## src/rtl/vector3_arith_unit_defines.svh

```systemverilog
// Assertion macros shared by the vector arithmetic unit
`ifndef VECTOR3_ARITH_UNIT_DEFINES_SVH
`define VECTOR3_ARITH_UNIT_DEFINES_SVH

// pre implies post, checked at every clk edge outside reset
`define VAU_ASSERT_IMP(lbl, pre, post, msg) \
    lbl: assert property (@(posedge clk) disable iff (!rst_n) (pre) |-> (post)) \
        else $error(msg);

// cond never holds, checked at every clk edge outside reset
`define VAU_ASSERT_NEVER(lbl, cond, msg) \
    lbl: assert property (@(posedge clk) disable iff (!rst_n) !(cond)) \
        else $error(msg);

`endif

```

## src/rtl/vau_pkg.sv

```systemverilog
// Types, command codes and saturation helper for the vector arithmetic unit
`timescale 1ns / 1ps
package vau_pkg;

    localparam int W             = 32;
    localparam int FRAC_BITS_DEF = 16;
    localparam int PW            = 2 * W;
    localparam int SAT_W         = 2 * W + 2;

    localparam logic [3:0] CMD_ADD   = 4'd0;
    localparam logic [3:0] CMD_SUB   = 4'd1;
    localparam logic [3:0] CMD_SCALE = 4'd2;
    localparam logic [3:0] CMD_DIV   = 4'd3;
    localparam logic [3:0] CMD_DOT   = 4'd4;
    localparam logic [3:0] CMD_CROSS = 4'd5;
    localparam logic [3:0] CMD_LEN   = 4'd6;
    localparam logic [3:0] CMD_NORM  = 4'd7;
    localparam logic [3:0] CMD_NEG   = 4'd8;

    typedef struct packed {
        logic [3:0]            command;
        logic signed [W-1:0]   ax;
        logic signed [W-1:0]   ay;
        logic signed [W-1:0]   az;
        logic signed [W-1:0]   bx;
        logic signed [W-1:0]   by_comp;
        logic signed [W-1:0]   bz;
        logic signed [W-1:0]   scalar_in;
    } in_item_t;

    typedef struct packed {
        logic signed [W-1:0]   rx;
        logic signed [W-1:0]   ry;
        logic signed [W-1:0]   rz;
        logic signed [W-1:0]   scalar_out;
        logic                  overflow;
        logic                  div_zero;
    } out_item_t;

    // item context carried down the cell chain
    typedef struct packed {
        logic [3:0]            cmd;
        logic [2:0]            a_neg;
        logic [2:0][W-1:0]     a_mag;
        logic                  s_neg;
        logic [W-1:0]          s_mag;
        logic [2:0][W-1:0]     r_word;
        logic [W-1:0]          so_word;
        logic                  ovf;
    } ctx_t;

    // square root cell payload
    typedef struct packed {
        ctx_t                  ctx;
        logic [PW-1:0]         n;
        logic [W+1:0]          rem;
        logic [W-1:0]          root;
    } sq_t;

    typedef struct packed {
        logic                  ovf;
        logic [W-1:0]          word;
    } sat_t;

    // sign and magnitude to a saturated two's complement word
    function automatic sat_t sat_word(input logic neg, input logic [SAT_W-1:0] mag);
        sat_t              r;
        logic [SAT_W-1:0]  lim;
        logic [W-1:0]      m;
        lim    = {{(SAT_W-W){1'b0}}, neg, {(W-1){~neg}}};
        r.ovf  = mag > lim;
        m      = r.ovf ? lim[W-1:0] : mag[W-1:0];
        r.word = neg ? (~m + 1'b1) : m;
        return r;
    endfunction

endpackage

```

## src/rtl/vau_div_cell.sv

```systemverilog
// One divider cell: settles one quotient bit in each of three lanes per cycle
`timescale 1ns / 1ps
module vau_div_cell
    import vau_pkg::*;
#(
    parameter int QW = W + FRAC_BITS_DEF
)
(
    input  logic               clk,
    input  logic               rst_n,
    input  logic               in_valid,
    input  ctx_t               in_ctx,
    input  logic [W-1:0]       in_div,
    input  logic [2:0][QW-1:0] in_num,
    input  logic [2:0][W-1:0]  in_rem,
    input  logic [2:0][QW-1:0] in_quo,
    output logic               out_valid,
    output ctx_t               out_ctx,
    output logic [W-1:0]       out_div,
    output logic [2:0][QW-1:0] out_num,
    output logic [2:0][W-1:0]  out_rem,
    output logic [2:0][QW-1:0] out_quo
);

    logic [W:0]         rsh;
    logic               qbit;
    logic [2:0][W-1:0]  rem_next;
    logic [2:0][QW-1:0] num_next;
    logic [2:0][QW-1:0] quo_next;

    logic               valid_reg;
    ctx_t               ctx_reg;
    logic [W-1:0]       div_reg;
    logic [2:0][QW-1:0] num_reg;
    logic [2:0][W-1:0]  rem_reg;
    logic [2:0][QW-1:0] quo_reg;

    // restoring step per lane
    always_comb
    begin
        rsh  = '0;
        qbit = 1'b0;
        for (int i = 0; i < 3; i++)
        begin
            rsh  = {in_rem[i], in_num[i][QW-1]};
            qbit = rsh >= {1'b0, in_div};
            rem_next[i] = qbit ? W'(rsh - {1'b0, in_div}) : rsh[W-1:0];
            num_next[i] = {in_num[i][QW-2:0], 1'b0};
            quo_next[i] = {in_quo[i][QW-2:0], qbit};
        end
    end

    always_ff @(posedge clk or negedge rst_n)
    begin
        if (!rst_n)
        begin
            valid_reg <= 1'b0;
        end
        else
        begin
            valid_reg <= in_valid;
        end
    end

    always_ff @(posedge clk)
    begin
        ctx_reg <= in_ctx;
        div_reg <= in_div;
        num_reg <= num_next;
        rem_reg <= rem_next;
        quo_reg <= quo_next;
    end

    assign out_valid = valid_reg;
    assign out_ctx   = ctx_reg;
    assign out_div   = div_reg;
    assign out_num   = num_reg;
    assign out_rem   = rem_reg;
    assign out_quo   = quo_reg;

endmodule

```

## config.mk

```make
export PLATFORM = sky130hd
export DESIGN_NAME = vau_div_cell
export DESIGN_NICKNAME = d
export VERILOG_FILES = /design/src/rtl/vector3_arith_unit_defines.svh /design/src/rtl/vau_pkg.sv /design/src/rtl/vau_div_cell.sv
export SDC_FILE = /design/constraint.sdc
export NUM_CORES = 1
export LEC_CHECK = 0
export ABC_AREA = 1
export BUFFER_PORTS_ARGS = -buffer_cell sky130_fd_sc_hd__clkbuf_2
export CAP_MARGIN = 20
export CORE_AREA = 2 2 531 533
export CTS_CLUSTER_DIAMETER = 40
export DETAILED_ROUTE_END_ITERATION = 7
export DIE_AREA = 0 0 533 535
export GPL_TIMING_DRIVEN = 0
export PLACE_DENSITY_LB_ADDON = 0.12
export SYNTH_ARGS = -nofsm -noshare
export SYNTH_HDL_FRONTEND = slang
export SYNTH_SLANG_ARGS = --single-unit
```

## constraint.sdc

```tcl
create_clock -name clk -period 0.8 [get_ports clk]
set_input_delay 0.04 -clock clk [delete_from_list [all_inputs] [get_ports clk]]
set_output_delay 0.04 -clock clk [all_outputs]
set_load 0.01 [all_outputs]
```

==> summary.md <==
| Metric | Value |
|---|---|
| Count leader, synth | `nand2_1` |
| Commonest cells in the netlist | `882 x nand2_1, 678 x dfxtp_1, 409 x inv_1` |
| Vias per cell | `3.146` |
| Asr flop ratio synth | `0.001473` |
| Pre-CTS setup slack | `-2.479 ns` |
| Flops & latches, synth | `679` |
| Via Count | `29,805` |
| GRT Total Usage | `0.1885` |
| Non-Filler Instances | `9,473` |
| Combinational Power Share | `0.201` |
| Syn Area/Cell | `8.725 um2` |
| Final WL | `280.1 mm` |
| Seq/Total Area, Yosys | `0.5942` |
| Slew headroom | `0.6489` |
| Die Area | `285,200 um2` |
| Hpwl dp | `241.3 mm` |
| Largest net degree at the start of global routing | `18` |
| Fin. Hold Viols | `93` |
| Setup TNS Final | `-405.48 ns` |
| Setup CP Type | `flip-flop to primary output` |
| Maxcap violations | `0` |
| Worst Hold End | `out_div[8]` |
| Height of the die | `535 um` |
| Design Area, Final | `65,410 um2` |
| Final Max Tran Viols | `0` |
| Worst-path clk slew | `0.04 ns` |
| Antenna violation net count after detailed routing | `0` |
| Mapped cell area | `22,880 um2` |
| CP endpoint kind | `primary output` |
| Die width | `533 um` |
| WP buf/inv | `1` |
| First-pass DRT Iterations | `5` |
| # clock sinks | `679` |
| Overall power | `155.7 mW` |
| Sequential power share | `0.247` |
| CP Cell Sequence | `clkbuf_16` |
| Detailed Route Iter0 Violations | `1,122` |
| Slew @ Worst Pin | `0.5250 ns` |
| Leakage | `29.75 nW` |
| CTS root buffer | `clkbuf_16` |
| Clock power share | `0.552` |
| Final setup fails | `778` |
| Max VDD drop | `1702 uV` |
| Failing checks | `negative hold slack, negative setup slack` |
| Syn Inst Count | `2,623` |
| CP Max Fanout | `1` |
| Antenna violations before repair | `239` |
| Vias in the first global route | `30,594` |
| Area Overhead vs Synth | `185.8%` |
| First-pass GRT wire length | `341.5 mm` |
| Avg WL per Cell | `29.57 um` |
| Library cells used by synthesis | `34` |
| EDFF count, synth | `0` |
| P per Cell Area | `2381 nW/um2` |
| Final WS setup | `-0.6603 ns` |
| Layout Nets | `6,290` |
| Core ar. | `278,900 um2` |
| Switching share of power | `0.2893` |
| Worst Hold Depth | `1` |
| Placed cell areas | `34,670 um2` |
| Placed cells | `7,708` |
| DR DRC count | `0` |
| Final worst path period share | `1.825` |
| Layout Utilization | `0.2345` |
| Initial Utilization | `0.08205` |
| Ratio of cells with drive above 1 in the final layout | `0.5745` |
| YS warnings | `0` |
| Remaining global-route overflow | `0` |
| Most area-hungry cell type in the Yosys netlist | `dfxtp_1` |
| I/O pin count | `1,366` |
| Top post-synthesis cells by area | `dfxtp_1 59%, nand2_1 14%, inv_1 6.7%, ha_1 5.2%, nand3_1 3.8%` |
| P_sw | `45.06 mW` |
| Fin Hold WS | `-0.6889 ns` |
| WP data required | `0.76 ns` |
| Final RePlAce weighted congestion | `0.8502` |
| # rows | `194` |
| Synth top area share | `0.5931` |
| RSZ-0062 raised after global routing | `true` |
| Worst Hold Class | `primary input to flip-flop` |
| Internal Power | `110.7 mW` |
| CP Launch Type | `flip-flop` |
| Hold Path Origin | `in_div[8]` |
| Crit-path slowest cell | `dfxtp_4` |
| Worst Path Arrival | `1.42 ns` |
| TritonCTS Buffers | `201` |
| Htree depth | `4` |
| Min cycle time layout | `1.460 ns` |
| Status | `complete, but fails checks` |
| Crit path max-delay family | `flip-flops` |
| Max Root-Sink Buffers | `4` |
| F_max | `0.6848 GHz` |
| PortBufs | `1,359` |
| Max stage delay on crit path | `0.37 ns` |
| Synth Flop Type | `dfxtp_1` |
| CTS tree | `done` |
sequential cells by signal, summed over array words and instances, names as in the netlist:
name	cells
out_div	32
out_rem	96
out_valid	1
out_quo	144
out_ctx	265
out_num	141
area by class of cell:
cell class / count / area [um2]
tap: 3724 / 4659
fill: 30344 / 213500
antenna: 73 / 182.7
sequential: 679 / 14460
clock buffer: 240 / 5426
clock inverter: 132 / 1784
buffer: 21 / 305.3
timing repair buffer: 2690 / 25820
inverter: 412 / 1667
multi-input combinational: 1502 / 11100
metal layers:
layer / vias up / part of all wire / track usage
met1: 13944 / 0.38 / 0.2076
met5: - / 0.0011 / 0
met3: 501 / 0.10 / 0.08529
met2: 1385 / 0.47 / 0.3278
li1: 13927 / - / -
met4: 48 / 0.041 / 0.04538
layout by cell type, fill, tap and decap left out, drive strengths merged:
cell and n:
conb 3, a21oi 61, nand3b 13, and2 15, bufinv 31, nor3 24, inv 393, clkinvlp 62
o21ai 3, dfrtp 1, nand3 188, diode 73, or2 2, xnor2 3, o21bai 5, dlygate4sd3 1103
nor2 129, xor2 39, clkinv 58, clkbuf 973, fa 3, ha 96, dfxtp 678, nand4 11
nand2 907, buf 875
cell families (layout without fill, tap and decap cells):
family / after synthesis / count (layout) / synth area share
AO/OA/AOI/OAI: 69 / 69 / 0.01564
XOR/XNOR: 42 / 42 / 0.01607
adder cells (fa/ha/maj): 99 / 99 / 0.05511
buffers and inverters: 444 / 3495 / 0.07840
flip-flops: 679 / 679 / 0.5942
other: 1 / 76 / 0.0001639
AND/OR/NAND/NOR: 1289 / 1289 / 0.2404
worst max path at each step:
stage            startpoint           end  slack, ns  depth (start not counted)
2_1_floorplan     in_div[3]   out_rem[19]      -0.72                         14
3_3_place_gp     in_div[17]   out_rem[74]      -2.48                         13
3_5_place_dp     in_div[17]   out_rem[74]      -2.48                         13
4_1_cts        out_num[102]  out_num[102]      -0.77                          1
5_1_grt        out_num[102]  out_num[102]      -0.73                          1
6_report       out_num[102]  out_num[102]      -0.66                          1
what timing repair did:
item | in CTS | in global routing
resized for setup | 1031 | 2584
pin swaps | 172 | 220
endpoints found under the hold margin | 679 | 109
setup buffers | 182 | 42
hold buffers | 1105 | 26
gates cloned | 16 | 3
setup endpoints to repair | 778 | 778
power groups by stage:
stage / registers, mW / clock network [mW] / logic (mW)
finish: 38.4 / 85.9 / 31.4
CTS: 37.6 / 88.0 / 28.6
global route: 38.6 / 89.6 / 33.5
global placement: 38.1 / 0 / 18.2
detailed placement: 38.1 / 0 / 18.0
floorplan: 39.1 / 0 / 5.69
No activity file was read; power rests on OpenSTA's default activity.
