==> src/rtl/vector3_arith_unit_defines.svh <==
// Assertion macros shared by the vector arithmetic unit
`ifndef VECTOR3_ARITH_UNIT_DEFINES_SVH
`define VECTOR3_ARITH_UNIT_DEFINES_SVH

// pre implies post, checked at every clk edge outside reset
`define VAU_ASSERT_IMP(lbl, pre, post, msg) \
    lbl: assert property (@(posedge clk) disable iff (!rst_n) (pre) |-> (post)) \
        else $error(msg);

// cond never holds, checked at every clk edge outside reset
`define VAU_ASSERT_NEVER(lbl, cond, msg) \
    lbl: assert property (@(posedge clk) disable iff (!rst_n) !(cond)) \
        else $error(msg);

`endif

==> src/rtl/vau_pkg.sv <==
// Types, command codes and saturation helper for the vector arithmetic unit
`timescale 1ns / 1ps
package vau_pkg;

    localparam int W             = 32;
    localparam int FRAC_BITS_DEF = 16;
    localparam int PW            = 2 * W;
    localparam int SAT_W         = 2 * W + 2;

    localparam logic [3:0] CMD_ADD   = 4'd0;
    localparam logic [3:0] CMD_SUB   = 4'd1;
    localparam logic [3:0] CMD_SCALE = 4'd2;
    localparam logic [3:0] CMD_DIV   = 4'd3;
    localparam logic [3:0] CMD_DOT   = 4'd4;
    localparam logic [3:0] CMD_CROSS = 4'd5;
    localparam logic [3:0] CMD_LEN   = 4'd6;
    localparam logic [3:0] CMD_NORM  = 4'd7;
    localparam logic [3:0] CMD_NEG   = 4'd8;

    typedef struct packed {
        logic [3:0]            command;
        logic signed [W-1:0]   ax;
        logic signed [W-1:0]   ay;
        logic signed [W-1:0]   az;
        logic signed [W-1:0]   bx;
        logic signed [W-1:0]   by_comp;
        logic signed [W-1:0]   bz;
        logic signed [W-1:0]   scalar_in;
    } in_item_t;

    typedef struct packed {
        logic signed [W-1:0]   rx;
        logic signed [W-1:0]   ry;
        logic signed [W-1:0]   rz;
        logic signed [W-1:0]   scalar_out;
        logic                  overflow;
        logic                  div_zero;
    } out_item_t;

    // item context carried down the cell chain
    typedef struct packed {
        logic [3:0]            cmd;
        logic [2:0]            a_neg;
        logic [2:0][W-1:0]     a_mag;
        logic                  s_neg;
        logic [W-1:0]          s_mag;
        logic [2:0][W-1:0]     r_word;
        logic [W-1:0]          so_word;
        logic                  ovf;
    } ctx_t;

    // square root cell payload
    typedef struct packed {
        ctx_t                  ctx;
        logic [PW-1:0]         n;
        logic [W+1:0]          rem;
        logic [W-1:0]          root;
    } sq_t;

    typedef struct packed {
        logic                  ovf;
        logic [W-1:0]          word;
    } sat_t;

    // sign and magnitude to a saturated two's complement word
    function automatic sat_t sat_word(input logic neg, input logic [SAT_W-1:0] mag);
        sat_t              r;
        logic [SAT_W-1:0]  lim;
        logic [W-1:0]      m;
        lim    = {{(SAT_W-W){1'b0}}, neg, {(W-1){~neg}}};
        r.ovf  = mag > lim;
        m      = r.ovf ? lim[W-1:0] : mag[W-1:0];
        r.word = neg ? (~m + 1'b1) : m;
        return r;
    endfunction

endpackage

==> src/rtl/vau_sqrt_cell.sv <==
// One square root cell: settles one root bit per item per cycle
`timescale 1ns / 1ps
module vau_sqrt_cell
    import vau_pkg::*;
(
    input  logic  clk,
    input  logic  rst_n,
    input  logic  in_valid,
    input  sq_t   in_sq,
    output logic  out_valid,
    output sq_t   out_sq
);

    logic [W+3:0] sh;
    logic [W+3:0] trial;
    sq_t          sq_next;
    logic         valid_reg;
    sq_t          sq_reg;

    // restoring step on the next two radicand bits
    always_comb
    begin
        sh          = {in_sq.rem, in_sq.n[PW-1 -: 2]};
        trial       = {2'b00, in_sq.root, 2'b01};
        sq_next     = in_sq;
        sq_next.n   = {in_sq.n[PW-3:0], 2'b00};
        if (sh >= trial)
        begin
            sq_next.rem  = (W+2)'(sh - trial);
            sq_next.root = {in_sq.root[W-2:0], 1'b1};
        end
        else
        begin
            sq_next.rem  = sh[W+1:0];
            sq_next.root = {in_sq.root[W-2:0], 1'b0};
        end
    end

    always_ff @(posedge clk or negedge rst_n)
    begin
        if (!rst_n)
        begin
            valid_reg <= 1'b0;
        end
        else
        begin
            valid_reg <= in_valid;
        end
    end

    always_ff @(posedge clk)
    begin
        sq_reg <= sq_next;
    end

    assign out_valid = valid_reg;
    assign out_sq    = sq_reg;

endmodule

==> config.mk <==
export PLATFORM = sky130hd
export DESIGN_NAME = vau_sqrt_cell
export DESIGN_NICKNAME = d
export VERILOG_FILES = /design/src/rtl/vector3_arith_unit_defines.svh /design/src/rtl/vau_pkg.sv /design/src/rtl/vau_sqrt_cell.sv
export SDC_FILE = /design/constraint.sdc
export NUM_CORES = 1
export LEC_CHECK = 0
export BUFFER_PORTS_ARGS = -buffer_cell sky130_fd_sc_hd__buf_2
export CAP_MARGIN = 0
export CORE_AREA = 2 2 305 307
export DETAILED_ROUTE_END_ITERATION = 12
export DIE_AREA = 0 0 307 309
export MAX_ROUTING_LAYER = met4
export SLEW_MARGIN = 0
export SYNTH_ARGS = -nofsm -noshare
export SYNTH_HDL_FRONTEND = slang
export SYNTH_SLANG_ARGS = --single-unit
export TNS_END_PERCENT = 50
==> constraint.sdc <==
create_clock -name clk -period 0.8 [get_ports clk]
set_input_delay 0 -clock clk [delete_from_list [all_inputs] [get_ports clk]]
set_output_delay 0 -clock clk [all_outputs]
set_load 0.01 [all_outputs]
==> metrics.log, run 1 <==
[metrics] outcome: did not finish
[metrics] last step reached: clock tree synthesis (4_1_cts)
[metrics] error msg: [ERROR RSZ-0060] Max buffer count reached.
[metrics] post-synth cell types: 63
[metrics] number of levels in the clock H-tree: 2
[metrics] quantity of hold-fixing buffers added after cts: 597
[metrics] cell area after synthesis: 10,400 µm²
[metrics] async set-reset flop share out of synthesis: 0.254%
[metrics] Post-synth top flop: sky130_fd_sc_hd__dfxtp_1
[metrics] Synth Area per Inst: 13.4 µm²
[metrics] clock buffer count from CTS: 50
[metrics] post-cts gate resize count: 571
[metrics] Cell Rows: 111
[metrics] cell count after synthesis: 773
[metrics] clock tree root buffer cell: sky130_fd_sc_hd__clkbuf_16
[metrics] post-CTS setup buffer count: 21
[metrics] Syn. warnings: 0
[metrics] number of clock sinks seen by CTS: 394
[metrics] Die Span X: 307 µm
[metrics] sequential share of the synthesized area: 76.2%
[metrics] final weighted congestion in routability-driven placement: 0.848
[metrics] Clock Tree Buf Depth: 3
[metrics] number of port buffers: 791
[metrics] Initial Util: 11.3%
[metrics] #FFs+latches synth: 394
[metrics] die span in y: 309 µm
[metrics] I/O pin cnt: 794
[metrics] Post-synth EDFFs: 0
[metrics] post-DP HPWL: 50.2 mm
==> logic make-up after synthesis <==
logic type | after synthesis | synth area share [%]
flip-flops | 394 | 76.2
AO/OA/AOI/OAI | 133 | 8.99
AND/OR/NAND/NOR | 120 | 5.41
buffers and inverters | 59 | 2.49
adder cells (fa/ha/maj) | 34 | 4.10
XOR/XNOR | 27 | 2.28
multiplexers | 5 | 0.531
other | 1 | 0.0362
==> metrics by stage <==
step / setup slack [ns] / hold slack [ns] / std cells / cell area (µm²)
after global placement: -1.61 / -0.223 / 2855 / 16900
after floorplan: -1.15 / -0.296 / 774 / 10700
after detailed placement: -1.70 / -0.223 / 2855 / 16900
==> cells in the mapped netlist, drive strengths merged (3+ instances only) <==
cell type / count / share of area, %
a21o: 20 / 1.5
a21oi: 28 / 1.4
a31oi: 5 / 0.45
and2: 5 / 0.33
and3: 5 / 0.34
buf: 9 / 0.54
clkbuf: 7 / 0.37
dfxtp: 393 / 76
ha: 34 / 4.1
inv: 42 / 1.5
mux2i: 4 / 0.39
nand2: 58 / 2.1
nand2b: 5 / 0.30
nand3: 6 / 0.29
nand4: 7 / 0.48
nor2: 18 / 0.65
nor3: 10 / 0.48
o211ai: 3 / 0.27
o21a: 3 / 0.22
o21ai: 46 / 2.3
o31ai: 5 / 0.41
o41ai: 3 / 0.47
xnor2: 14 / 1.2
xor2: 13 / 1.1
==> run 2, diff against run 1 <==
CORE_AREA = 2 2 311 313   (was 2 2 305 307)
DIE_AREA = 0 0 313 315   (was 0 0 307 309)
MAX_ROUTING_LAYER = default   (was met4)
PLACE_DENSITY_LB_ADDON = 0.15   (was default)
clock period = 1 ns   (was 0.8 ns; I/O delays follow)
==> run 2 against run 1 <==
The flow now finishes, with violations (hold timing, setup timing). Synthesized cell count did not move. Synthesized area did not move.
==> metrics.log, run 2 <==
[metrics] area of combinational cells with multiple inputs: 2910 µm²
[metrics] number of clock sinks seen by CTS: 394
[metrics] cell area after synthesis: 10,400 µm²
[metrics] Cell Count Post-Placement: 2,940
[metrics] total congestion overflow: 0
[metrics] Max Fanout on Critical Path: 5
[metrics] Met3 Wirelength: 6.02 mm
[metrics] Total GRT Usage: 13.8%
[metrics] clock buffer count from CTS: 50
[metrics] maximum ir drop on the vdd rail: 1.09 mV
[metrics] number of antenna violations at the first check in global routing: 31
[metrics] RSZ-0062 raised after global routing: yes
[metrics] worst min-delay path class: input port to flop
[metrics] violated checks: hold timing, setup timing
[metrics] area of the core region: 95,700 µm²
[metrics] required time of the worst setup path: 1.50 ns
[metrics] non-filler instance count after layout: 3,675
[metrics] shortest period the worst path allows: 1.70 ns
[metrics] number of antenna-violating nets in the routed design: 0
[metrics] clk slew on worst S/H paths: 0.06 ns
[metrics] fraction of final layout cells with drive strength greater than 1: 59.5%
[metrics] maximum number of pins on one net before global-route repair: 16
[metrics] commonest cells after routing, fill and taps aside: 600 x sky130_fd_sc_hd__dlygate4sd3_1, 502 x sky130_fd_sc_hd__buf_2, 280 x sky130_fd_sc_hd__buf_6, 267 x sky130_fd_sc_hd__dfxtp_2, 128 x sky130_fd_sc_hd__buf_4
[metrics] sequential share of the synthesized area: 76.2%
[metrics] Die Span X: 313 µm
[metrics] #FFs+latches synth: 394
[metrics] Post-synth EDFFs: 0
[metrics] Avg WL per Cell: 19.6 µm
[metrics] post-DP HPWL: 55.4 mm
[metrics] cell count after synthesis: 773
[metrics] outcome: complete, but fails checks
[metrics] Initial Util: 10.8%
[metrics] CTS tree: yes
[metrics] final weighted congestion in routability-driven placement: 0.864
[metrics] wire length of the first global-routing pass: 95.8 mm
[metrics] kind of critical path: input port to flop
[metrics] detailed router's first-iteration violation count: 321
[metrics] Yosys top cell area share: 75.9%
[metrics] highest layer used for signal routing: met5
[metrics] reported max-cap violation count: 0
[metrics] via count of the first global-routing pass: 13.1k
[metrics] async set-reset flop share out of synthesis: 0.254%
[metrics] commonest non-fill, non-tap cell in the layout: sky130_fd_sc_hd__dlygate4sd3_1
[metrics] Total Die Area: 98,600 µm²
[metrics] library cell with the highest instance count after synthesis: sky130_fd_sc_hd__dfxtp_1
[metrics] filler instances: 9,863
[metrics] total of endpoints with negative setup slack in the final report: 429
[metrics] hold-critical path depth: 1
[metrics] Clock Tree Buf Depth: 3
[metrics] via total after detailed routing: 12.0k
[metrics] Cell Rows: 114
[metrics] Syn. warnings: 0
[metrics] Setup crit end kind: flop
[metrics] worst hold margin: -0.493 ns
[metrics] Fmax achieved: 587 MHz
[metrics] via density per instance: 3.28
[metrics] Hold EP: out_sq[1]
[metrics] Area growth, synth to finish: 168%
[metrics] clock tree root buffer cell: sky130_fd_sc_hd__clkbuf_16
[metrics] final routed DRC violation total: 0
[metrics] leakage power figure: 0.0125 µW
[metrics] number of levels in the clock H-tree: 2
[metrics] critical path data arrival time: 2.20 ns
[metrics] cell type with the highest aggregate area in the netlist: sky130_fd_sc_hd__dfxtp_1
[metrics] Post-synth top flop: sky130_fd_sc_hd__dfxtp_1
[metrics] die span in y: 315 µm
[metrics] Metal-1 WL: 25.6 mm
[metrics] post-synth cell types: 63
[metrics] number of port buffers: 791
[metrics] area taken by flip-flops and latches: 8240 µm²
[metrics] final-stage net count: 2,779
[metrics] max-slew violation count: 0
[metrics] period utilisation layout: 170%
[metrics] worst-margin pin slew: 0.515 ns
[metrics] amount of wire on met2 after detailed routing: 36.5 mm
[metrics] Synth Area per Inst: 13.4 µm²
[metrics] total routed wirelength: 72.0 mm
[metrics] Pwr Density: 1630 nW/µm²
[metrics] leading cell types by count after synthesis: 393 x sky130_fd_sc_hd__dfxtp_1, 58 x sky130_fd_sc_hd__nand2_1, 42 x sky130_fd_sc_hd__inv_1, 41 x sky130_fd_sc_hd__o21ai_0, 34 x sky130_fd_sc_hd__ha_1
[metrics] Final Hold Viols: 12
[metrics] I/O pin cnt: 794
[metrics] number of flip-flops under the largest register name: 393
[metrics] 1st-pass router iterations: 4
[metrics] top cells by area, synth: sky130_fd_sc_hd__dfxtp_1 76%, sky130_fd_sc_hd__ha_1 4.1%, sky130_fd_sc_hd__nand2_1 2.1%
[metrics] headroom to the max-slew limit: 65.5%
[metrics] final worst slack: -0.705 ns
[metrics] launching element type of the critical path: input port
[metrics] startpoint of the lowest-slack hold path: in_sq[0]
==> run 2: cell counts after synthesis <==
No cell type changed its count.
==> run 2: worst max path at each step <==
stage / to / startpoint / cells past startpoint / slack (ns)
2_1_floorplan: out_sq[59] / in_sq[41] / 9 / -0.95
3_3_place_gp: out_sq[61] / in_sq[15] / 12 / -1.53
3_5_place_dp: out_sq[33] / in_sq[17] / 11 / -1.59
4_1_cts: out_sq[58] / in_sq[0] / 12 / -0.71
5_1_grt: out_sq[58] / in_sq[3] / 12 / -0.80
6_report: out_sq[57] / in_sq[9] / 12 / -0.70
==> run 2: per-stage QoR <==
stage | instance area (µm²) | power [µW] | setup TNS, ns | worst slack (ns) | utilization [%]
2_1_floorplan | 10700 | 19500 | -28.13 | -0.948 | -
3_3_place_gp | 17000 | 23000 | -50.92 | -1.53 | 17.7
3_5_place_dp | 17000 | 23000 | -52.88 | -1.59 | 17.7
4_1_cts | 26600 | 45600 | -66.14 | -0.706 | 27.8
5_1_grt | 27800 | 47500 | -64.22 | -0.801 | 29.1
6_report | 27800 | 45500 | -38.64 | -0.705 | 29.1
==> run 2: worst max-delay path: stages <==
cell and delay (ns):
sky130_fd_sc_hd__buf_8 0.10, sky130_fd_sc_hd__inv_4 0.05, sky130_fd_sc_hd__ha_4 0.22, sky130_fd_sc_hd__a21o_1 0.17, sky130_fd_sc_hd__a31o_1 0.21, sky130_fd_sc_hd__a211oi_4 0.20, sky130_fd_sc_hd__buf_6 0.14, sky130_fd_sc_hd__a2111oi_4 0.09
sky130_fd_sc_hd__o41ai_4 0.59, sky130_fd_sc_hd__buf_4 0.21, sky130_fd_sc_hd__xor2_2 0.14, sky130_fd_sc_hd__o21ai_1 0.08
==> run 2: kinds of logic (layout without fill, tap and decap cells) <==
family,after synthesis,count (layout),share of synthesized area [%]
AND/OR/NAND/NOR,120,120,5.41
other,1,14,0.0362
flip-flops,394,394,76.2
XOR/XNOR,27,27,2.28
AO/OA/AOI/OAI,133,133,8.99
multiplexers,5,5,0.531
buffers and inverters,59,1672,2.49
adder cells (fa/ha/maj),34,34,4.10
==> run 2: final cells by class <==
cell class / count / area share [%]
clock buffers: 67 / 5.09
repair buffers: 1537 / 47.1
multi-input cells: 321 / 10.5
clock inverters: 25 / 1.13
diodes: 12 / 0.108
flip-flops and latches: 394 / 29.6
inverters: 43 / 0.724
well taps: 1276 / 5.74
==> run 2: power breakdown <==
group | total (µW) | switching [µW] | leakage (µW) | internal, µW
sequential | 17500 | 516 | 0.00333 | 16900
combinational | 9100 | 3700 | 0.00837 | 5390
clock | 18900 | 7790 | 0.000832 | 11100
total | 45500 | 12000 | 0.0125 | 33400
==> run 2: routing by layer <==
metal | global-route usage [%] | up-vias
li1 | - | 5744
met1 | 14.5 | 5659
met2 | 24.6 | 492
met3 | 4.81 | 130
met4 | 6.40 | 16
met5 | 0 | -
==> run 2: repair_timing <==
item                                   in CTS  in global routing
hold buffers                              591                 10
gates resized for setup                   595                276
endpoints found under the hold margin     394                 21
setup endpoints to repair                 429                429
pin swaps                                  54                 45
buffers inserted                           25                 13
cloned                                      2                  1
No activity file was read; power rests on OpenSTA's default activity.
==> run 3, diff against run 2 <==
CAP_MARGIN = 20   (was 0)
CTS_CLUSTER_DIAMETER = 200   (was default)
MAX_ROUTING_LAYER = met4   (was default)
==> run 3 against run 2 <==
The flow still finishes with violations (hold timing, setup timing). Clock power about the same. Via count increased by 0.17%. Sequential share of layout area about the same. Count of clock-buffer cells in the layout unchanged. Wire length barely moved. Sequential power is essentially flat. Utilization hardly changed. Sequential cell count did not move.
==> metrics.log, run 3 (same netlist as run 2, synthesis figures left out) <==
[metrics] RSZ-0062 raised after global routing: yes
[metrics] Avg WL per Cell: 19.5 µm
[metrics] reported max-cap violation count: 0
[metrics] Pwr Density: 1630 nW/µm²
[metrics] final weighted congestion in routability-driven placement: 0.878
[metrics] post-DP HPWL: 55.4 mm
[metrics] Final Hold Viols: 12
[metrics] outcome: complete, but fails checks
[metrics] Max Fanout on Critical Path: 5
[metrics] CTS tree: yes
[metrics] 1st-pass router iterations: 4
[metrics] final setup TNS: -38.16 ns
[metrics] Fmax achieved: 590 MHz
[metrics] commonest non-fill, non-tap cell in the layout: sky130_fd_sc_hd__dlygate4sd3_1
[metrics] maximum number of pins on one net before global-route repair: 16
[metrics] number of flip-flops under the largest register name: 393
[metrics] die span in y: 315 µm
[metrics] Total Die Area: 98,600 µm²
[metrics] period utilisation layout: 170%
[metrics] number of antenna-violating nets in the routed design: 0
[metrics] final-stage net count: 2,780
[metrics] via count of the first global-routing pass: 13.1k
[metrics] clock tree root buffer cell: sky130_fd_sc_hd__clkbuf_16
[metrics] detailed router's first-iteration violation count: 392
[metrics] worst-margin pin slew: 0.502 ns
[metrics] clock buffer count from CTS: 50
[metrics] Setup crit end kind: flop
[metrics] fraction of final layout cells with drive strength greater than 1: 59.2%
[metrics] Cell Count Post-Placement: 2,940
[metrics] final worst slack: -0.696 ns
[metrics] area of the core region: 95,700 µm²
[metrics] headroom to the max-slew limit: 66.4%
[metrics] number of port buffers: 791
[metrics] leakage power figure: 0.0125 µW
[metrics] via total after detailed routing: 12.1k
[metrics] Clock Tree Buf Depth: 3
[metrics] total of endpoints with negative setup slack in the final report: 429
[metrics] Initial Util: 10.8%
[metrics] worst min-delay path class: input port to flop
[metrics] wire length of the first global-routing pass: 95.7 mm
[metrics] commonest cells after routing, fill and taps aside: 600 x sky130_fd_sc_hd__dlygate4sd3_1, 510 x sky130_fd_sc_hd__buf_2, 272 x sky130_fd_sc_hd__buf_6, 259 x sky130_fd_sc_hd__dfxtp_2, 131 x sky130_fd_sc_hd__dfxtp_1
[metrics] violated checks: hold timing, setup timing
[metrics] final routed DRC violation total: 0
[metrics] maximum ir drop on the vdd rail: 1.10 mV
[metrics] total routed wirelength: 72.0 mm
[metrics] kind of critical path: input port to flop
[metrics] shortest period the worst path allows: 1.70 ns
[metrics] max-slew violation count: 0
[metrics] worst hold margin: -0.492 ns
[metrics] required time of the worst setup path: 1.50 ns
[metrics] launching element type of the critical path: input port
[metrics] clk slew on worst S/H paths: 0.06 ns
[metrics] total congestion overflow: 0
[metrics] Area growth, synth to finish: 168%
[metrics] non-filler instance count after layout: 3,682
[metrics] number of antenna violations at the first check in global routing: 27
[metrics] Die Span X: 313 µm
[metrics] Total GRT Usage: 14.2%
[metrics] pre-CTS setup slack: -1.59 ns
[metrics] number of levels in the clock H-tree: 2
[metrics] Cell Rows: 114
[metrics] critical path data arrival time: 2.19 ns
[metrics] number of clock sinks seen by CTS: 394
[metrics] I/O pin cnt: 794
[metrics] via density per instance: 3.28
## run 3: timing repair
action / 4_1_cts / 5_1_grt
gates cloned: 2 / 1
pin swaps: 54 / 47
hold endpoints to repair: 394 / 21
setup buffers: 25 / 13
hold buffers: 591 / 10
gates resized for setup: 595 / 258
endpoints found under the setup margin: 429 / 429
## run 3: where the power goes
group / internal [µW] / switching, µW / leakage, µW
logic: 5380 / 3710 / 0.00836
registers: 16900 / 512 / 0.00333
clock network: 11100 / 7750 / 0.000832
total: 33400 / 12000 / 0.0125
## run 3: critical path, stage by stage
cell                        delay [ns]
sky130_fd_sc_hd__buf_8            0.10
sky130_fd_sc_hd__inv_4            0.05
sky130_fd_sc_hd__ha_4             0.22
sky130_fd_sc_hd__a21o_1           0.17
sky130_fd_sc_hd__a31o_1           0.21
sky130_fd_sc_hd__a211oi_4         0.20
sky130_fd_sc_hd__buf_6            0.14
sky130_fd_sc_hd__a2111oi_4        0.09
sky130_fd_sc_hd__o41ai_4          0.58
sky130_fd_sc_hd__buf_4            0.21
sky130_fd_sc_hd__xor2_2           0.14
sky130_fd_sc_hd__o21ai_1          0.08
## run 3: final cells by class
| type | instances | area (µm²) |
|---|---|---|
| multi-input combinational | 321 | 2910 |
| inverter | 43 | 201 |
| fill | 9875 | 67900 |
| clock buffer | 67 | 1420 |
| timing repair buffer | 1538 | 13100 |
| clock inverter | 25 | 314 |
| antenna | 18 | 45.0 |
| tap | 1276 | 1600 |
| sequential | 394 | 8230 |
## run 3: stage by stage
step                      area (µm²)  total power [µW]  hold slack (ns)  utilization [%]
after floorplan                10700             19500           -0.296                -
after global placement         17000             23000           -0.224             17.7
after detailed placement       17000             23000           -0.224             17.7
after CTS                      26600             45600           -0.566             27.8
after global routing           27800             47400           -0.541             29.0
final                          27800             45400           -0.492             29.0
## run 3: per-layer routing
layer  GRT usage, %  up-vias  routed length [µm]
met1           14.5     5704               26300
met3           4.68      119                5490
li1               -     5753                   -
met2           24.6      485               36800
met4           6.47        0                3470
met5              -        -                   0
## run 3: worst paths after layout
check / start / to / slack (ns) / depth (start not counted)
worst max-delay path: in_sq[9] / out_sq[57] / -0.70 / 12
worst min-delay path: in_sq[0] / out_sq[1] / -0.49 / 1
max in group asynchronous: rst_n / out_valid / 0.70 / 3
min in group asynchronous: rst_n / out_valid / 0.20 / 3
==> run 4, diff against run 3 <==
CELL_PAD_IN_SITES_DETAIL_PLACEMENT = 1   (was default)
CELL_PAD_IN_SITES_GLOBAL_PLACEMENT = 2   (was default)
CORE_AREA = 2 2 306 308   (was 2 2 311 313)
CTS_BUF_LIST = sky130_fd_sc_hd__clkbuf_4 sky130_fd_sc_hd__clkbuf_8   (was default)
DIE_AREA = 0 0 308 310   (was 0 0 313 315)
==> run 4 against run 3 <==
The flow now stops in clock tree synthesis (4_1_cts). Synthesized cell count is the same. Synthesized area is the same.
==> metrics.log, run 4 <==
[metrics] clock buffer count from CTS: 82
[metrics] I/O pin cnt: 794
[metrics] #FFs+latches synth: 394
[metrics] async set-reset flop share out of synthesis: 0.254%
[metrics] number of levels in the clock H-tree: 3
[metrics] Clock Tree Buf Depth: 3
[metrics] number of clock sinks seen by CTS: 394
[metrics] cell area after synthesis: 10,400 µm²
[metrics] Synth Area per Inst: 13.4 µm²
[metrics] Cell Count Post-Placement: 2,878
[metrics] die span in y: 310 µm
[metrics] cell type with the highest aggregate area in the netlist: sky130_fd_sc_hd__dfxtp_1
[metrics] post-CTS setup buffer count: 19
[metrics] final weighted congestion in routability-driven placement: 0.808
[metrics] error msg: [ERROR RSZ-0060] Max buffer count reached.
[metrics] last step reached: clock tree synthesis (4_1_cts)
[metrics] cell count after synthesis: 773
[metrics] post-cts gate resize count: 646
[metrics] Post-synth top flop: sky130_fd_sc_hd__dfxtp_1
[metrics] quantity of hold-fixing buffers added after cts: 608
[metrics] sequential share of the synthesized area: 76.2%
[metrics] post-DP HPWL: 66.7 mm
[metrics] clock tree root buffer cell: sky130_fd_sc_hd__clkbuf_8
[metrics] post-synth cell types: 63
[metrics] Post-synth EDFFs: 0
[metrics] leading cell types by count after synthesis: 393 x sky130_fd_sc_hd__dfxtp_1, 58 x sky130_fd_sc_hd__nand2_1, 42 x sky130_fd_sc_hd__inv_1, 41 x sky130_fd_sc_hd__o21ai_0, 34 x sky130_fd_sc_hd__ha_1
[metrics] Syn. warnings: 0
[metrics] Die Span X: 308 µm
[metrics] standard cell area after detailed placement: 17,000 µm²
[metrics] pre-CTS setup slack: -1.56 ns
[metrics] outcome: did not finish
[metrics] Cell Rows: 112
[metrics] Initial Util: 11.2%
[metrics] library cell with the highest instance count after synthesis: sky130_fd_sc_hd__dfxtp_1
[metrics] top cells by area, synth: sky130_fd_sc_hd__dfxtp_1 76%, sky130_fd_sc_hd__ha_1 4.1%, sky130_fd_sc_hd__nand2_1 2.1%
[metrics] Yosys top cell area share: 75.9%
[metrics] number of port buffers: 791
[run 4: cell counts after synthesis]
No cell type changed its count.
[run 4: cell families after synthesis]
logic type,Yosys count,synth area share (%)
DFF,394,76.2
AOI/OAI and AO/OA,133,8.99
and+or+nand+nor,120,5.41
buffers and inverters,59,2.49
adders and majority gates,34,4.10
xor gates and xnor gates,27,2.28
muxes,5,0.531
other,1,0.0362
[run 4: per-stage QoR]
stage               hold WS [ns]  util [%]  TNS, ns
detailed placement        -0.222      18.4   -51.01
global placement          -0.224      18.4   -48.44
floorplan                 -0.296         -   -28.13
